$ cat src/rtl/core/heading_velocity_command_top_macros.svh
// Assertion macros used by the top-level RTL file.
`ifndef HEADING_VELOCITY_COMMAND_TOP_MACROS_SVH
`define HEADING_VELOCITY_COMMAND_TOP_MACROS_SVH
`ifndef NO_ASSERTIONS
`define HVC_ASSERT_IMPL(label, clk, rst_n, a, c) \
    label: assert property (@(posedge clk) disable iff (!rst_n) (a) |-> (c)) \
        else $error("assertion failed");
`define HVC_ASSERT_NEXT(label, clk, rst_n, a, c) \
    label: assert property (@(posedge clk) disable iff (!rst_n) (a) |=> (c)) \
        else $error("assertion failed");
`else
`define HVC_ASSERT_IMPL(label, clk, rst_n, a, c)
`define HVC_ASSERT_NEXT(label, clk, rst_n, a, c)
`endif
`endif

$ cat src/rtl/core/hvc_pkg.sv
package hvc_pkg;
    localparam int CordicStepsDefault = 16;
    localparam int TableLen = 24;
    localparam int AngHalfPi = 102944;
    localparam int AngPi = 205887;
    localparam int CordicK = 39797;
    localparam int BearingMax = 25736;

    localparam logic [1:0] REG_MAX_SPEED_X = 2'd0;
    localparam logic [1:0] REG_MAX_SPEED_Y = 2'd1;
    localparam logic [1:0] REG_GAIN = 2'd2;
    localparam logic [1:0] REG_TURN_RATE = 2'd3;

    function automatic logic signed [17:0] atan_entry(input int i);
        logic signed [17:0] r;
        case (i)
            0: r = 18'sd51472;
            1: r = 18'sd30386;
            2: r = 18'sd16055;
            3: r = 18'sd8150;
            4: r = 18'sd4091;
            5: r = 18'sd2047;
            6: r = 18'sd1024;
            7: r = 18'sd512;
            8: r = 18'sd256;
            9: r = 18'sd128;
            10: r = 18'sd64;
            11: r = 18'sd32;
            12: r = 18'sd16;
            13: r = 18'sd8;
            14: r = 18'sd4;
            15: r = 18'sd2;
            16: r = 18'sd1;
            default: r = 18'sd0;
        endcase
        return r;
    endfunction
endpackage

$ cat src/rtl/core/hvc_rot.sv
module hvc_rot
    import hvc_pkg::*;
#(
    parameter int CORDIC_STEPS = CordicStepsDefault
)
(
    input  logic                clk,
    input  logic                rst_n,
    input  logic                in_valid,
    input  logic signed [15:0]  in_ang,
    output logic                out_valid,
    output logic signed [17:0]  out_cos,
    output logic signed [17:0]  out_sin
);
    localparam int N = (CORDIC_STEPS > TableLen) ? TableLen : CORDIC_STEPS;

    logic                valid_reg [0:N];
    logic signed [19:0]  x_reg [0:N];
    logic signed [19:0]  y_reg [0:N];
    logic signed [19:0]  z_reg [0:N];
    logic                flip_reg [0:N];

    logic signed [19:0]  z0;
    logic signed [19:0]  z_next;
    logic                flip_next;

    always_comb
    begin
        z0 = 20'(in_ang) <<< 3;
        flip_next = 1'b0;
        z_next = z0;
        if (z0 > 20'sd102944)
        begin
            z_next = z0 - 20'(AngPi);
            flip_next = 1'b1;
        end
        else if (z0 < -20'sd102944)
        begin
            z_next = z0 + 20'(AngPi);
            flip_next = 1'b1;
        end
    end

    always_ff @(posedge clk or negedge rst_n)
    begin
        if (!rst_n)
        begin
            valid_reg[0] <= 1'b0;
        end
        else
        begin
            valid_reg[0] <= in_valid;
        end
    end

    always_ff @(posedge clk)
    begin
        x_reg[0] <= 20'(CordicK);
        y_reg[0] <= '0;
        z_reg[0] <= z_next;
        flip_reg[0] <= flip_next;
    end

    for (genvar i = 0; i < N; i++)
    begin : g_stage
        always_ff @(posedge clk or negedge rst_n)
        begin
            if (!rst_n)
            begin
                valid_reg[i+1] <= 1'b0;
            end
            else
            begin
                valid_reg[i+1] <= valid_reg[i];
            end
        end

        always_ff @(posedge clk)
        begin
            flip_reg[i+1] <= flip_reg[i];
            if (z_reg[i] >= 0)
            begin
                x_reg[i+1] <= x_reg[i] - (y_reg[i] >>> i);
                y_reg[i+1] <= y_reg[i] + (x_reg[i] >>> i);
                z_reg[i+1] <= z_reg[i] - 20'(atan_entry(i));
            end
            else
            begin
                x_reg[i+1] <= x_reg[i] + (y_reg[i] >>> i);
                y_reg[i+1] <= y_reg[i] - (x_reg[i] >>> i);
                z_reg[i+1] <= z_reg[i] + 20'(atan_entry(i));
            end
        end
    end

    assign out_valid = valid_reg[N];
    assign out_cos = flip_reg[N] ? 18'(-x_reg[N]) : 18'(x_reg[N]);
    assign out_sin = flip_reg[N] ? 18'(-y_reg[N]) : 18'(y_reg[N]);
endmodule

$ cat config.mk
export PLATFORM = sky130hd
export DESIGN_NAME = hvc_rot
export DESIGN_NICKNAME = d
export VERILOG_FILES = /design/src/rtl/core/heading_velocity_command_top_macros.svh /design/src/rtl/core/hvc_pkg.sv /design/src/rtl/core/hvc_rot.sv
export SDC_FILE = /design/constraint.sdc
export NUM_CORES = 2
export LEC_CHECK = 0
export BUFFER_PORTS_ARGS = -buffer_cell sky130_fd_sc_hd__buf_4
export CAP_MARGIN = 20
export CELL_PAD_IN_SITES_DETAIL_PLACEMENT = 1
export CELL_PAD_IN_SITES_GLOBAL_PLACEMENT = 2
export CORE_MARGIN = 4
export CORE_UTILIZATION = 37
export CTS_BUF_LIST = sky130_fd_sc_hd__clkbuf_2
export DETAILED_ROUTE_END_ITERATION = 8
export GPL_TIMING_DRIVEN = 0
export PLACE_DENSITY_LB_ADDON = 0.05
export SYNTH_ARGS = -nofsm -noshare
export SYNTH_HDL_FRONTEND = slang
export SYNTH_SLANG_ARGS = --single-unit
$ cat constraint.sdc
create_clock -name clk -period 9.75 [get_ports clk]
set_clock_uncertainty 0.05 [all_clocks]
set_input_delay 0.4875 -clock clk [delete_from_list [all_inputs] [get_ports clk]]
set_output_delay 0.4875 -clock clk [all_outputs]
set_load 0.02 [all_outputs]
==> flow_metrics.py <==
metrics = {
    "status": {
        "outcome": "completed",
    },
    "logic_synthesis": {
        "post_synth_instance_area_um2": 61700,
        "synth_area_per_cell_um2": 8.73,
        "ys_ff_latch": 921,
        "postSynthCellCount": 7062,
        "async_reset_ff_share_pct": 1.85,
        "yosysWarningCount": 0,
        "seq_area_frac_synth_pct": 30.0,
        "synth_edf_count": 0,
        "ys_types": 103,
        "yosys_most_used_dff": "sky130_fd_sc_hd__dfxtp_1",
    },
    "critical_path": {
        "worst_path_dominant_cell_family": "compound AO/OA/AOI/OAI gates",
        "r2r-end": "x_reg[7][18]$_DFF_P_",
        "critical_path_buf_inv_count": 2,
        "critical_path.slowest_cell": "sky130_fd_sc_hd__clkbuf_1",
        "arrival_ps": 7000,
        "crit_fanout": 16,
        "worst_r2r_path_depth": 17,
        "kind_of_critical_path": "register to register",
        "cp_slowest_stage_delay_ps": 810,
        "crit_path_end_kind": "register",
        "cp_cell_sequence": "nor4_1 -> nand2_1 -> nor3_1 -> nor2_1 -> inv_2 -> clkbuf_1 -> nor2_1 -> xnor2_1 -> ha_1 -> a21o_1 -> a211oi_1 -> o21ai_1 -> a21oi_1 -> a21o_1 -> o21ai_1 -> a21oi_1 -> xnor2_1",
        "crit_path_start": "z_reg[6][0]$_DFF_P_",
        "worst-r2r-setup-slack_ps": 4190,
        "timing.rr.start": "z_reg[6][0]$_DFF_P_",
        "cp_startpoint_kind": "register",
        "cp.required_ps": 11190,
    },
    "timing": {
        "slew_violations": 0,
        "postLayoutSetupSlackWorst_ps": 4190,
        "worst_pin_slew_ps": 1110,
        "final.setup.tns_ps": 0,
        "report.final.setup_viol": 0,
        "whs_ps": 244,
        "period_utilization_pct": 57.0,
        "period_needed_ps": 5560,
        "fmax_ghz": 0.180,
        "finalHoldViolCount": 0,
        "slew-limit-headroom_pct": 25.7,
        "grt_setup_unrepaired": "false",
    },
    "final_layout": {
        "layout-area-overhead-vs-synth_pct": 10.2,
        "number_of_flip_flops_under_the_largest_register_name": 299,
        "final_util_pct": 41.1,
        "layout-drive-gt1-share_pct": 7.43,
        "final_net_count": 8361,
    },
    "global_routing": {
        "first_pass_grt_wire_length_um": 295000,
        "grt_pass1_vias": 54700,
        "track_usage_pct": 20.7,
        "globalRouteOverflowTotal": 0,
        "grt_start_max_net_pins": 23,
        "grt_antenna_before_repair": 5,
    },
    "floorplan": {
        "fp.coreArea_um2": 165000,
        "area_of_the_die_um2": 173000,
        "chipHeight_um": 416,
        "initial_utilization_pct": 37.3,
        "boundaryPins": 56,
        "die_w_um": 416,
        "row_count": 149,
    },
    "hold_path": {
        "min_delay_worst_endpoint": "flip_reg[2][0]$_DFF_P_",
        "hold_path_class": "register to register",
        "whs_path_depth": 0,
        "holdCritStartpoint": "flip_reg[1][7]$_DFF_P_",
    },
    "cts": {
        "clock_pin_slew_on_the_worst_setup_and_hold_paths_ps": 100,
        "cts_max_level": 5,
        "cts_sinks": 921,
        "cts_tree": "yes",
        "cts-buffers-inserted": 282,
        "worstSkewPairLatency_ps": 1650,
        "clock-root-buffer": "sky130_fd_sc_hd__clkbuf_2",
        "clk_path_buf_depth": 4,
    },
    "place": {
        "pre_cts_slack_ps": 3960,
        "gpl.final_weighted_congestion": 0.816,
        "port_buffers": 46,
        "detailedPlacementHpwl_um": 147000,
    },
    "detailed_routing": {
        "route.antenna.remaining_nets": 0,
        "wire_per_inst_um": 18.4,
        "post_drt_via_cell_ratio": 5.24,
        "count_of_vias_placed_by_the_detailed_router": 51500,
        "drt_pass1_iterations": 5,
        "route.detailed.drc": 0,
        "first_iter_violations": 1783,
        "finalWirelength_um": 181000,
    },
    "flow_run": {
        "max_cap_viols": 0,
    },
}
layer usage:
layer | routed length, µm | GRT usage [%] | vias to the layer above
li1 | - | - | 26200
met1 | 80800 | 24.7 | 24500
met2 | 92200 | 38.6 | 520
met3 | 4090 | 2.75 | 284
met4 | 4320 | 5.93 | 0
met5 | 0 | 0 | -
what timing repair did:
item	in CTS	in global routing
hold buffers	67	0
buffers inserted	0	0
hold endpoints to repair	37	0
resized for setup	0	0
synthesized netlist by cell type (49+ instances only):
library cell,count,area share (%)
sky130_fd_sc_hd__o21ai_0,256,2.1
sky130_fd_sc_hd__nor3_1,164,1.3
sky130_fd_sc_hd__o21ai_1,168,1.4
sky130_fd_sc_hd__a31oi_1,60,0.61
sky130_fd_sc_hd__nand3_1,94,0.76
sky130_fd_sc_hd__ha_1,823,17
sky130_fd_sc_hd__dfxtp_1,904,29
sky130_fd_sc_hd__or3_1,53,0.54
sky130_fd_sc_hd__xnor2_1,634,9.0
sky130_fd_sc_hd__clkbuf_1,73,0.44
sky130_fd_sc_hd__nor4_1,79,0.80
sky130_fd_sc_hd__nor2_1,525,3.2
sky130_fd_sc_hd__a21oi_1,653,5.3
sky130_fd_sc_hd__o21bai_1,91,1.1
sky130_fd_sc_hd__o31ai_1,78,0.95
sky130_fd_sc_hd__nor2b_1,87,0.88
sky130_fd_sc_hd__a21o_1,265,3.2
sky130_fd_sc_hd__inv_1,376,2.3
sky130_fd_sc_hd__o21a_1,88,1.1
sky130_fd_sc_hd__nand4_1,49,0.50
sky130_fd_sc_hd__nand2_1,453,2.8
sky130_fd_sc_hd__xor2_1,307,4.4
sky130_fd_sc_hd__nand2b_1,87,0.88
cells by family (layout without fill, tap and decap cells):
group | after synthesis | after routing | share of synthesized area, %
AND/OR/NAND/NOR | 1770 | 1770 | 13.8
multiplexers | 50 | 50 | 0.842
XOR/XNOR | 942 | 942 | 13.4
flip-flops | 921 | 921 | 30.0
buffers and inverters | 497 | 1073 | 3.07
adder cells (fa/ha/maj) | 868 | 868 | 18.2
other | 2 | 15 | 0.0122
AO/OA/AOI/OAI | 2012 | 2012 | 20.7
cells in the final DEF (no fill, tap or decap), types with 67 or more instances in the layout:
master                          synthesis  final
sky130_fd_sc_hd__nor2_1               525    525
sky130_fd_sc_hd__dlygate4sd3_1          0     67
sky130_fd_sc_hd__nand3_1               94     94
sky130_fd_sc_hd__clkbuf_1              73     73
sky130_fd_sc_hd__o21bai_1              91     91
sky130_fd_sc_hd__o21a_1                88     88
sky130_fd_sc_hd__o21ai_1              168    169
sky130_fd_sc_hd__xnor2_1              634    634
sky130_fd_sc_hd__nor3_1               164    164
sky130_fd_sc_hd__clkbuf_2               1    359
sky130_fd_sc_hd__a21oi_1              653    653
sky130_fd_sc_hd__nor4_1                79     79
sky130_fd_sc_hd__o21ai_0              256    255
sky130_fd_sc_hd__ha_1                 823    823
sky130_fd_sc_hd__o31ai_1               78     78
sky130_fd_sc_hd__xor2_1               307    307
sky130_fd_sc_hd__nand2_1              453    453
sky130_fd_sc_hd__nand2b_1              87     87
sky130_fd_sc_hd__dfxtp_1              904    904
sky130_fd_sc_hd__inv_1                376    376
sky130_fd_sc_hd__nor2b_1               87     87
sky130_fd_sc_hd__a21o_1               265    265
worst max path at each step:
stage / endpoint / depth (start not counted)
final: x_reg[7][18]$_DFF_P_ / 17
after global routing: x_reg[7][18]$_DFF_P_ / 17
after CTS: x_reg[5][19]$_DFF_P_ / 18
after detailed placement: x_reg[5][19]$_DFF_P_ / 18
after global placement: x_reg[11][16]$_DFF_P_ / 15
after floorplan: x_reg[11][19]$_DFF_P_ / 17
through the flow:
stage	instance area, µm²	std cells
finish	68000	9840
detailed placement	64900	9309
global placement	64800	9301
global route	68000	9840
CTS	67900	9828
floorplan	61700	7066
layout make-up:
class                           instances  area, µm²
Fill cell                           19700      97400
Multi-Input combinational cell       5648      41300
Sequential cell                       921      18500
Tap cell                             2189       2740
Clock buffer                          358       1790
Inverter                              402       1510
Timing Repair Buffer                  124       1170
Clock inverter                         94        541
Buffer                                 95        385
Antenna cell                            9       22.5
Power is not shown: default switching activity piles up to over one toggle a cycle in this logic, so the estimate is an artifact.
